==> src/hw/rtl/tpd_pkg.sv <==
`timescale 1ns / 1ps
// tpd_pkg: shared types and constants of the threshold peak detector
// no dependencies; used by the cfg channel interface and all modules

package tpd_pkg;

  // configuration port layout
  localparam int CFG_INDEX_WIDTH = 2;
  localparam int CFG_DATA_WIDTH  = 16;
  localparam int THRESHOLD_WIDTH = 15;
  localparam int LIMIT_WIDTH     = 16;

  // configuration register indexes
  localparam logic [CFG_INDEX_WIDTH-1:0] CFG_THRESHOLD     = 2'd0;
  localparam logic [CFG_INDEX_WIDTH-1:0] CFG_HOLDOFF_LIMIT = 2'd1;

  // reset value of the holdoff limit register
  localparam logic [LIMIT_WIDTH-1:0] HOLDOFF_LIMIT_RESET = 16'd500;

  // detector mode codes
  localparam int MODE_WIDTH = 2;
  localparam logic [MODE_WIDTH-1:0] MODE_IDLE  = 2'd0;
  localparam logic [MODE_WIDTH-1:0] MODE_TRACK = 2'd1;
  localparam logic [MODE_WIDTH-1:0] MODE_HOLD  = 2'd2;

  // configuration as seen by the detector core
  typedef struct packed {
    logic [THRESHOLD_WIDTH-1:0] threshold;
    logic [LIMIT_WIDTH-1:0]     holdoff_limit;
  } cfg_t;

endpackage

==> src/hw/rtl/tpd_if.sv <==
`timescale 1ns / 1ps
// tpd_if: valid/ready channel interfaces of the threshold peak detector
// depends on tpd_pkg for the configuration port widths

interface tpd_sample_if #(
  parameter int SAMPLE_WIDTH = 16
);
  logic                           valid;
  logic                           ready;
  logic signed [SAMPLE_WIDTH-1:0] sample;

  modport source (output valid, output sample, input ready);
  modport sink (input valid, input sample, output ready);
endinterface

interface tpd_result_if #(
  parameter int SAMPLE_WIDTH = 16,
  parameter int COUNT_WIDTH  = 16
);
  logic                           valid;
  logic                           ready;
  logic                           detect;
  logic        [COUNT_WIDTH-1:0]  peak_offset;
  logic signed [SAMPLE_WIDTH-1:0] peak_level;

  modport source (output valid, output detect, output peak_offset, output peak_level,
                  input ready);
  modport sink (input valid, input detect, input peak_offset, input peak_level,
                output ready);
endinterface

interface tpd_cfg_if;
  logic                                 valid;
  logic                                 ready;
  logic [tpd_pkg::CFG_INDEX_WIDTH-1:0]  index;
  logic [tpd_pkg::CFG_DATA_WIDTH-1:0]   data;

  modport source (output valid, output index, output data, input ready);
  modport sink (input valid, input index, input data, output ready);
endinterface

==> src/hw/rtl/tpd_cfg_regs.sv <==
`timescale 1ns / 1ps
// tpd_cfg_regs: threshold and holdoff limit registers
// depends on tpd_pkg and tpd_cfg_if

module tpd_cfg_regs (
  input  logic           clk,
  input  logic           rst,
  tpd_cfg_if.sink        cfg,
  output tpd_pkg::cfg_t  regs
);

  assign cfg.ready = 1'b1;

  always_ff @(posedge clk) begin
    if (rst) begin
      regs.threshold     <= '0;
      regs.holdoff_limit <= tpd_pkg::HOLDOFF_LIMIT_RESET;
    end else if (cfg.valid) begin
      case (cfg.index)
        tpd_pkg::CFG_THRESHOLD: begin
          regs.threshold <= cfg.data[tpd_pkg::THRESHOLD_WIDTH-1:0];
        end
        tpd_pkg::CFG_HOLDOFF_LIMIT: begin
          regs.holdoff_limit <= cfg.data[tpd_pkg::LIMIT_WIDTH-1:0];
        end
        default: begin
          // unknown index: write dropped
        end
      endcase
    end
  end

endmodule

==> src/hw/rtl/tpd_core.sv <==
`timescale 1ns / 1ps
// tpd_core: detector state and the one-sample mode update
// depends on tpd_pkg

module tpd_core #(
  parameter int SAMPLE_WIDTH = 16,
  parameter int COUNT_WIDTH  = 16
) (
  input  logic                           clk,
  input  logic                           rst,
  input  logic                           step,
  input  logic signed [SAMPLE_WIDTH-1:0] sample,
  input  tpd_pkg::cfg_t                  cfg,
  output logic                           detect,
  output logic        [COUNT_WIDTH-1:0]  peak_offset,
  output logic signed [SAMPLE_WIDTH-1:0] peak_level
);

  localparam int CMP_WIDTH = (SAMPLE_WIDTH > 16) ? SAMPLE_WIDTH : 16;
  localparam int LIM_WIDTH = (COUNT_WIDTH > tpd_pkg::LIMIT_WIDTH) ?
                             COUNT_WIDTH : tpd_pkg::LIMIT_WIDTH;
  localparam logic signed [SAMPLE_WIDTH-1:0] SAMPLE_MIN =
    {1'b1, {(SAMPLE_WIDTH-1){1'b0}}};
  localparam logic [COUNT_WIDTH-1:0] COUNT_MAX = {COUNT_WIDTH{1'b1}};

  logic [tpd_pkg::MODE_WIDTH-1:0] mode, mode_next;
  logic signed [SAMPLE_WIDTH-1:0] peak_value, peak_value_next;
  logic [COUNT_WIDTH-1:0]         peak_age, peak_age_next;
  logic [COUNT_WIDTH-1:0]         holdoff_count, holdoff_count_next;

  logic signed [CMP_WIDTH-1:0] sample_ext;
  logic signed [CMP_WIDTH-1:0] thr_neg;
  logic [LIM_WIDTH-1:0]        limit_ext;
  logic [COUNT_WIDTH-1:0]      limit;
  logic                        above, higher, is_track, is_hold;
  logic [COUNT_WIDTH-1:0]      age_inc;

  assign sample_ext = CMP_WIDTH'(sample);
  assign thr_neg    = $signed(CMP_WIDTH'(0) - CMP_WIDTH'(cfg.threshold));
  assign above      = sample_ext > thr_neg;
  assign higher     = sample > peak_value;
  assign is_track   = (mode == tpd_pkg::MODE_TRACK);
  assign is_hold    = (mode == tpd_pkg::MODE_HOLD);

  // limit clipped to the counter range so holdoff always ends
  assign limit_ext = LIM_WIDTH'(cfg.holdoff_limit);
  assign limit     = (limit_ext > LIM_WIDTH'(COUNT_MAX)) ? COUNT_MAX
                                                        : limit_ext[COUNT_WIDTH-1:0];

  assign age_inc = ((is_track || is_hold) && (peak_age != COUNT_MAX)) ?
                   peak_age + 1'b1 : peak_age;

  always_comb begin
    mode_next          = mode;
    peak_value_next    = peak_value;
    peak_age_next      = age_inc;
    holdoff_count_next = holdoff_count;
    detect             = 1'b0;
    peak_offset        = '0;
    peak_level         = '0;
    if (above || is_track) begin
      if (is_hold) begin
        holdoff_count_next = '0;
      end
      if (higher) begin
        mode_next       = tpd_pkg::MODE_TRACK;
        peak_value_next = sample;
        peak_age_next   = '0;
      end else if (above) begin
        mode_next = tpd_pkg::MODE_TRACK;
      end else if (holdoff_count < limit) begin
        // fell below level while tracking: first holdoff sample
        mode_next          = tpd_pkg::MODE_HOLD;
        holdoff_count_next = holdoff_count + 1'b1;
      end else begin
        // zero limit: declare right away
        detect             = 1'b1;
        peak_offset        = age_inc;
        peak_level         = peak_value;
        mode_next          = tpd_pkg::MODE_IDLE;
        peak_value_next    = SAMPLE_MIN;
        peak_age_next      = '0;
        holdoff_count_next = '0;
      end
    end else if (is_hold) begin
      if (holdoff_count < limit) begin
        holdoff_count_next = holdoff_count + 1'b1;
      end else begin
        detect             = 1'b1;
        peak_offset        = age_inc;
        peak_level         = peak_value;
        mode_next          = tpd_pkg::MODE_IDLE;
        peak_value_next    = SAMPLE_MIN;
        peak_age_next      = '0;
        holdoff_count_next = '0;
      end
    end else begin
      mode_next = tpd_pkg::MODE_IDLE;
    end
  end

  always_ff @(posedge clk) begin
    if (rst) begin
      mode          <= tpd_pkg::MODE_IDLE;
      peak_value    <= SAMPLE_MIN;
      peak_age      <= '0;
      holdoff_count <= '0;
    end else if (step) begin
      mode          <= mode_next;
      peak_value    <= peak_value_next;
      peak_age      <= peak_age_next;
      holdoff_count <= holdoff_count_next;
    end
  end

endmodule

==> src/hw/rtl/threshold_peak_detector_holdoff.sv <==
`timescale 1ns / 1ps
// threshold_peak_detector_holdoff: top level with input and result registers
// depends on tpd_pkg, tpd_if, tpd_cfg_regs and tpd_core
//
//   channel  | dir | interface      | payload
//   ---------+-----+----------------+-------------------------------------
//   samples  | in  | tpd_sample_if  | sample
//   results  | out | tpd_result_if  | detect, peak_offset, peak_level
//   cfg      | in  | tpd_cfg_if     | index, data (threshold, holdoff_limit)
//
// one request in per cycle while results are taken, one result out per request;
// each passes the input register, then the result register; the mode update between them is a
// few compares and counter increments
// rst is synchronous and clears mode, counters and both valid flags, sets the peak to the
// most negative sample, threshold to zero and the holdoff limit to 500
// a stalled result holds; a new sample is still taken while the input stage is empty or
// can drain, so throughput stays one per cycle until both stages are full

module threshold_peak_detector_holdoff #(
  parameter int SAMPLE_WIDTH = 16,
  parameter int COUNT_WIDTH  = 16
) (
  input  logic          clk,
  input  logic          rst,
  tpd_sample_if.sink    samples,
  tpd_result_if.source  results,
  tpd_cfg_if.sink       cfg
);

  // configuration registers
  tpd_pkg::cfg_t regs;

  tpd_cfg_regs u_cfg_regs (
    .clk  (clk),
    .rst  (rst),
    .cfg  (cfg),
    .regs (regs)
  );

  // input stage
  logic                           in_valid;
  logic signed [SAMPLE_WIDTH-1:0] in_sample;

  // result stage
  logic                           out_valid;
  logic                           out_detect;
  logic        [COUNT_WIDTH-1:0]  out_offset;
  logic signed [SAMPLE_WIDTH-1:0] out_level;

  // core results for the sample in the input stage
  logic                           core_detect;
  logic        [COUNT_WIDTH-1:0]  core_offset;
  logic signed [SAMPLE_WIDTH-1:0] core_level;

  logic out_free;   // result register can load this cycle
  logic advance;    // input stage moves into the result register

  assign out_free      = !out_valid || results.ready;
  assign advance       = in_valid && out_free;
  assign samples.ready = !in_valid || out_free;

  always_ff @(posedge clk) begin
    if (rst) begin
      in_valid <= 1'b0;
    end else if (samples.ready) begin
      in_valid <= samples.valid;
    end
  end

  always_ff @(posedge clk) begin
    if (samples.ready && samples.valid) begin
      in_sample <= samples.sample;
    end
  end

  // state update happens exactly when the sample leaves the input stage
  tpd_core #(
    .SAMPLE_WIDTH (SAMPLE_WIDTH),
    .COUNT_WIDTH  (COUNT_WIDTH)
  ) u_core (
    .clk         (clk),
    .rst         (rst),
    .step        (advance),
    .sample      (in_sample),
    .cfg         (regs),
    .detect      (core_detect),
    .peak_offset (core_offset),
    .peak_level  (core_level)
  );

  always_ff @(posedge clk) begin
    if (rst) begin
      out_valid <= 1'b0;
    end else if (out_free) begin
      out_valid <= in_valid;
    end
  end

  always_ff @(posedge clk) begin
    if (advance) begin
      out_detect <= core_detect;
      out_offset <= core_offset;
      out_level  <= core_level;
    end
  end

  assign results.valid       = out_valid;
  assign results.detect      = out_detect;
  assign results.peak_offset = out_offset;
  assign results.peak_level  = out_level;

`ifndef ASSERT_OFF
  // every sample leaving the input stage shows up as a result next cycle
  assert property (@(posedge clk) disable iff (rst)
    advance |=> results.valid)
    else $error("result missing after input stage advanced");

  // both stages full and the result stalled: no new request taken
  assert property (@(posedge clk) disable iff (rst)
    (in_valid && results.valid && !results.ready) |-> !samples.ready)
    else $error("request taken with both stages full");

  // no detection means cleared peak fields
  assert property (@(posedge clk) disable iff (rst)
    (results.valid && !results.detect) |->
      (results.peak_offset == '0 && results.peak_level == '0))
    else $error("peak fields nonzero without detect");

  // a stalled result holds its value
  assert property (@(posedge clk) disable iff (rst)
    ($past(results.valid && !results.ready) && !$past(rst)) |->
      (results.valid && $stable(results.detect) && $stable(results.peak_offset)))
    else $error("stalled result changed");
`endif

endmodule

==> src/flat_wrapper.sv <==
// flat-port wrapper written by rule: the top's interface ports become plain ports
module threshold_peak_detector_holdoff_flat 
#(
  parameter int SAMPLE_WIDTH = 16,
  parameter int COUNT_WIDTH  = 16
)
  (clk, rst, samples_valid, samples_sample, samples_ready, results_valid, results_detect, results_peak_offset, results_peak_level, results_ready, cfg_valid, cfg_index, cfg_data, cfg_ready);
  tpd_sample_if #(.SAMPLE_WIDTH(SAMPLE_WIDTH)) samples_i ();
  tpd_result_if #(.SAMPLE_WIDTH(SAMPLE_WIDTH), .COUNT_WIDTH(COUNT_WIDTH)) results_i ();
  tpd_cfg_if cfg_i ();
  input  logic clk;
  input  logic rst;
  input wire logic [$bits(samples_i.valid)-1:0] samples_valid;
  input wire logic [$bits(samples_i.sample)-1:0] samples_sample;
  output wire logic [$bits(samples_i.ready)-1:0] samples_ready;
  output wire logic [$bits(results_i.valid)-1:0] results_valid;
  output wire logic [$bits(results_i.detect)-1:0] results_detect;
  output wire logic [$bits(results_i.peak_offset)-1:0] results_peak_offset;
  output wire logic [$bits(results_i.peak_level)-1:0] results_peak_level;
  input wire logic [$bits(results_i.ready)-1:0] results_ready;
  input wire logic [$bits(cfg_i.valid)-1:0] cfg_valid;
  input wire logic [$bits(cfg_i.index)-1:0] cfg_index;
  input wire logic [$bits(cfg_i.data)-1:0] cfg_data;
  output wire logic [$bits(cfg_i.ready)-1:0] cfg_ready;
  assign samples_i.valid = samples_valid;
  assign samples_i.sample = samples_sample;
  assign samples_ready = samples_i.ready;
  assign results_valid = results_i.valid;
  assign results_detect = results_i.detect;
  assign results_peak_offset = results_i.peak_offset;
  assign results_peak_level = results_i.peak_level;
  assign results_i.ready = results_ready;
  assign cfg_i.valid = cfg_valid;
  assign cfg_i.index = cfg_index;
  assign cfg_i.data = cfg_data;
  assign cfg_ready = cfg_i.ready;
  threshold_peak_detector_holdoff #(.SAMPLE_WIDTH(SAMPLE_WIDTH), .COUNT_WIDTH(COUNT_WIDTH)) u_core (.clk(clk), .rst(rst), .samples(samples_i), .results(results_i), .cfg(cfg_i));
endmodule
==> config.mk <==
export PLATFORM = sky130hd
export DESIGN_NAME = threshold_peak_detector_holdoff_flat
export DESIGN_NICKNAME = d
export VERILOG_FILES = /design/src/hw/rtl/tpd_pkg.sv /design/src/hw/rtl/tpd_if.sv /design/src/hw/rtl/tpd_cfg_regs.sv /design/src/hw/rtl/tpd_core.sv /design/src/hw/rtl/threshold_peak_detector_holdoff.sv /design/src/flat_wrapper.sv
export SDC_FILE = /design/constraint.sdc
export NUM_CORES = 1
export LEC_CHECK = 0
export BUFFER_PORTS_ARGS = -buffer_cell sky130_fd_sc_hd__buf_4
export CAP_MARGIN = 20
export CORE_ASPECT_RATIO = 1.1
export CORE_MARGIN = 1.5
export CORE_UTILIZATION = 59
export DETAILED_ROUTE_END_ITERATION = 10
export GPL_TIMING_DRIVEN = 0
export PLACE_DENSITY = 0.8
export SLEW_MARGIN = 10
export SYNTH_ARGS = -nofsm -noshare
export SYNTH_HDL_FRONTEND = slang
export SYNTH_SLANG_ARGS = --single-unit
export TNS_END_PERCENT = 5
==> constraint.sdc <==
create_clock -name clk -period 4.6 [get_ports clk]
set_input_delay 1.38 -clock clk [delete_from_list [all_inputs] [get_ports clk]]
set_output_delay 1.38 -clock clk [all_outputs]
set_load 0.05 [all_outputs]
======== After elaboration in Yosys (flattened, before gate mapping) ========
Cells that the tools add are included.
Widths: inputs -> output; s select.
word-level totals
  register bits after elaboration ......... 132
  word-level logic and storage cells ...... 80
  input port bits ......................... 39
cells by class
  order comparisons ....................... 4
  equal/unequal tests ..................... 6
  $add $sub $neg .......................... 3
  reductions and logical operators ........ 16
  multiplexer cells ....................... 39
operator list
  operator               count
  $mux 16                28
  $add 16x1->16 const B  2
  $gt 16x16->1           2
  $gt 16x16->1 const B   1
  $lt 16x16->1           1
  $ne 16x16->1 const B   1
  $sub 1x15->16 const A  1
  $mux 2                 6
  $reduce_and 2->1       4
  $ne 3x3->1 const B     2
  $mux 1                 5
  $eq 2x1->1 const B     2
  $logic_or 1x1->1       4
  $logic_and 1x1->1      3
  $reduce_and 3->1       1
  $eq 2x2->1 const B     1
  $logic_not 1->1        2
  $logic_not 2->1        1
  $reduce_bool 2->1      1

======== Depth between registers and ports, before layout ========
  depth after elaboration ................. 8
  gate-level depth with buffers ........... 16
  gate-level depth less buffers ........... 15

======== By module ========
From an unflattened synthesis, not the netlist that was laid out.
second synthesis, totals
  cells, all modules ...................... 730
  area total of the unflattened synthesis .. 7223.2 um2
modules (own cells, without submodules)
  module                           cells each  times used  area each (um2)
  tpd_core                         540         1           4312.9
  threshold_peak_detector_holdoff  59          1           1575.3
  tpd_cfg_regs                     131         1           1335.0

======== Worst setup path before layout ========
Ideal clock, no wire load.
  path kind ............................... register to register
  start point ............................. reg u_core.u_cfg_regs.regs[18] (netlist name)
  end point ............................... reg u_core.u_core.holdoff_count[14]
  data arrival time ....................... 3.623 ns
  slack ................................... 0.907 ns
  clock period less this slack ............ 3.693 ns
  stages on the path, launching flop included .. 14
  setup time .............................. 0.071 ns
  cells stage by stage .................... dfxtp_1 > nor4_1 > nand3_1 > nor4_1 > xor2_1 > ha_1 > nand4_2 > nor3_1 > a2111o_1 > o31a_1 > a311o_4 > or2_4 > or3_1 > a21oi_1
on the way
  longest elaborated chain between the ends .. 5
  elaborated cells on any way between the ends .. 8
  those cells by class .................... 1 x add/sub; 1 x order compare; 3 x mux; 3 x reduce/logical
RTL lines
  item                                          RTL line                        RTL
  $sub 1x15->16 *                               tpd_core.sv:39                  assign thr_neg = $signed(CMP_WIDTH'(0) - CMP_WIDTH'(cfg.threshold));
  $gt 16x16->1 *                                tpd_core.sv:40                  assign above = sample_ext > thr_neg;
  $mux 16 or $logic_or 1x1->1 (tied branches)   tpd_core.sv:69, tpd_core.sv:61
  $mux 16 or $reduce_bool 2->1 (tied branches)  --
  $mux 16 or $reduce_and 2->1 (tied branches)   --
  end signal: assignment                        tpd_core.sv:112                 holdoff_count <= holdoff_count_next;
  end: declaration                              tpd_core.sv:29                  logic [COUNT_WIDTH-1:0] holdoff_count, holdoff_count_next;
Mark *: on every way between the ends. The rest lies on a longest branch, timed or not.
A chain may end at the register's enable or synchronous reset.

======== Worst setup path in the final report ========
  start point ............................. reg u_core.u_cfg_regs.regs[18] (netlist name)
  end point ............................... reg u_core.u_core.peak_value[6]
on the way
  longest elaborated chain between the ends .. 5
  elaborated cells on any way between the ends .. 7
  those cells by class .................... 1 x add/sub; 1 x order compare; 1 x eq/ne; 1 x mux; 3 x reduce/logical
RTL lines
  item                                                       RTL line         RTL
  $sub 1x15->16 *                                            tpd_core.sv:39
  $gt 16x16->1 *                                             tpd_core.sv:40
  $logic_or 1x1->1                                           tpd_core.sv:61   if (above || is_track) begin
  $ne 3x3->1 (no line) or $reduce_bool 2->1 (tied branches)  --
  $reduce_and 3->1 (no line)                                 --
  end signal: assignment                                     tpd_core.sv:110  peak_value <= peak_value_next;
  end: declaration                                           tpd_core.sv:27   logic signed [SAMPLE_WIDTH-1:0] peak_value, peak_value_next;
Marks and branches as above.

==> flow_summary.ini <==
[outcome]
run_status = completed

[timing]
hold_violations = 0
maxClockFrequency_ghz = 0.242
fin_setup_tns_ns = 0
setup_viol = 0
finalMaxSlewViolations = 0
final.min_clock_period_ns = 4.14
rsz0062_at_grt = false
post-route-period-util_pct = 90.0
worstMarginPinSlew_ns = 0.805
relSlewSlack_pct = 46.4
finalClockSkew_ns = 0.00662

[setup_path]
worst_ep_required_time_ns = 4.94
worstSetupStartpointType = flip-flop
criticalPathCategory = reg -> reg
cp_top_family = simple AND/OR/NAND/NOR gates
cp_max_fo = 10
path_cells = nor4_2 -> nand3_1 -> nor4_1 -> xor2_1 -> ha_1 -> nand4_2 -> nor3_1 -> a2111o_1 -> o31a_1 -> nor2_1 -> nand3b_1 -> clkbuf_1 -> nand3_1 -> a21oi_1
critPathCaptureType = flip-flop
cp_slowest_stage_delay_ns = 0.43
cp_data_arrival_time_ns = 4.48
path_buf_inv = 1
cpMostUsedCell = nand3_1
slowest_stage = clkbuf_1

[floorplanning]
coreArea_um2 = 11000
rows = 40
die_y_um = 115
die_w_um = 105
die_area_um2 = 12000
initial_utilization_pct = 60.8
ios = 75

[yosys]
ys_ff_latch = 132
yosys_warnings = 0
yosysTopAreaCell = dfxtp_1
ys_top_cells_by_count = nand2_1, dfxtp_1, nor2_1
synthXorXnorAreaFrac_pct = 3.79
synth_nets = 840
synth_ff_type = dfxtp_1
synth.distinct_cells = 62
synthArstFlopShare_pct = 0
syn_inst = 749
yosysSeqAreaShare_pct = 46.8
synth_fa_ha_area_share_pct = 9.71
synth_mux_area_share_pct = 0.299
synth_area_per_cell_um2 = 8.94
synth_edf_count = 49
synthSimpleGateAreaFrac_pct = 21.1
synth_compound_area_share_pct = 14.1
post-synth-top-count-cell = nand2_1
netlist_area_um2 = 6700
synth_top_family_by_area = simple AND/OR/NAND/NOR gates
synth.area.top_cells = dfxtp_1, edfxtp_1, ha_1, nand2_1, a21oi_1
synth_top_area_share_pct = 24.8

[route]
drt-pass1-iter-count = 5
wl_per_cell_um = 15.6
wl_mm = 15.6
vias_per_cell = 5.79
ant_nets = 0
drc = 0
drtIter0Drc = 431
vias = 5799

[power_and_ir_drop]
power.density_nw_per_um2 = 389
power_frac_seq_pct = 40.9
total_leakage_power_nw = 3.05
power_frac_comb_pct = 14.1
sw_frac_of_total_pct = 25.3
vdd_drop_max_uv = 255
clockPowerShare_pct = 44.9
power_report.internal_total_mw = 2.34
p_switching_mw = 0.794

[global_route]
grt_pass1_vias = 5476
antenna_found_initial = 0
grt_overflow = 0
grt_max_degree = 43
grt_pass1_wl_mm = 25.3
grt_usage_pct = 26.6

[cts]
clkTransAtPathRegs_ns = 0.06
cts_made_buffers = 17
cts_sinks = 132
post_cts_buffers = 0
ctsRootBufferMaster = clkbuf_16
cts_resized = 0
cts_hold_buffers = 0
insertion_delay_ns = 0.42
max-clock-path-buffers = 2
cts_tree = yes
cts_max_level = 4

[placement]
dp_hpwl_mm = 11.4
port_buffers = 73
place.gp.congestion = 0.928

[worst_hold_path]
hold_class = reg -> reg

[final_layout]
nNetsFinal = 932
drive_above_1_share_pct = 13.6
diodes = 0
fin_util_pct = 73.2
syn_to_final_growth_pct = 20.3

[job]
max_cap_violations = 0
==> cells in the final DEF, fill, tap and decap left out, types with 3 or more instances in the layout <==
cell,n
nand2_1,105
dfxtp_1,83
nor2_1,79
a21oi_1,78
buf_4,74
ha_1,52
edfxtp_1,49
inv_1,42
nand3_1,30
clkbuf_1,29
nor3_1,24
o21ai_0,23
clkbuf_16,18
xor2_1,16
nand4_1,15
xnor2_1,13
o211ai_1,10
and3_1,9
nor4_1,6
o21a_1,6
nor2b_1,5
a31oi_1,5
o21ai_1,5
or3_1,5
a21o_1,4
a211oi_1,4
and2_1,4
buf_2,4
nand3b_1,3
clkbuf_8,3
bufinv_16,3
==> kinds of logic after synthesis <==
kind of cell,after synthesis
simple gates,304
compound gates,156
flops,132
buf+inv,73
fa+ha+maj,52
xor+xnor,29
mux,2
other cells,1
==> metrics by stage <==
stage | hold slack (ns) | instance area [µm²] | cells | setup WS, ns | power, mW
6_report | 0.453 | 8060 | 1001 | 0.460 | 3.14
5_1_grt | 0.479 | 8060 | 1001 | 0.000474 | 3.25
4_1_cts | 0.455 | 8050 | 1001 | 0.306 | 3.14
3_5_place_dp | 0.448 | 7430 | 969 | 0.365 | 1.74
3_3_place_gp | 0.444 | 7430 | 969 | 0.477 | 1.72
2_1_floorplan | 0.436 | 6700 | 749 | 0.907 | 1.61
==> layer usage <==
metal / up-vias / track usage [%] / wire length [µm]
li1: 2837 / - / -
met1: 2680 / 31.2 / 6390
met4: 0 / 12.1 / 408
met3: 41 / 5.84 / 1020
met5: - / 0 / 0
met2: 241 / 47.3 / 7790
==> path summary, 6_finish.rpt <==
kind / start / end / slack [ns] / depth (start not counted)
setup / recovery: u_core.u_cfg_regs.regs[18]$_SDFFE_PP0P_ / u_core.u_core.peak_value[6]$_SDFFE_PP0P_ / 0.46 / 14
hold / removal: u_core.u_cfg_regs.regs[9]$_SDFFE_PP0P_ / u_core.u_cfg_regs.regs[9]$_SDFFE_PP0P_ / 0.45 / 2
setup reg to reg: u_core.u_cfg_regs.regs[18]$_SDFFE_PP0P_ / u_core.u_core.peak_value[6]$_SDFFE_PP0P_ / 0.46 / 14
hold reg to reg: u_core.u_cfg_regs.regs[9]$_SDFFE_PP0P_ / u_core.u_cfg_regs.regs[9]$_SDFFE_PP0P_ / 0.45 / 2
==> area by class of cell <==
cell class	instances	area, µm²
tap	147	184
timing repair buffer	73	548
inverter	43	161
clock buffer	25	507
sequential	132	3130
fill	845	2950
buffer	30	121
clock inverter	7	116
multi-input combinational	544	3290
==> state kept, by name, indices dropped and copies added, names as in the netlist <==
register	count
u_core.u_cfg_regs.regs	31
u_core.in_sample	16
u_core.results.peak_level	16
u_core.results.peak_offset	16
u_core.u_core.holdoff_count	16
u_core.u_core.peak_age	16
u_core.u_core.peak_value	16
u_core.u_core.mode	2
u_core.in_valid	1
u_core.results.detect	1
u_core.results.valid	1
==> power by group through the flow <==
stage / Clock (mW) / Sequential (mW) / Combinational, mW
floorplan: 0 / 1.35 / 0.262
global placement: 0 / 1.31 / 0.415
detailed placement: 0 / 1.31 / 0.432
CTS: 1.41 / 1.28 / 0.441
global route: 1.48 / 1.29 / 0.486
finish: 1.41 / 1.29 / 0.443
==> tightest hold or removal path: cells and delay by family (launching register included) <==
family | cells | cell delay [ns]
compound gates | 1 | 0.05
simple gates | 1 | 0.05
flops | 1 | 0.30
No activity file was read; power rests on OpenSTA's default activity.
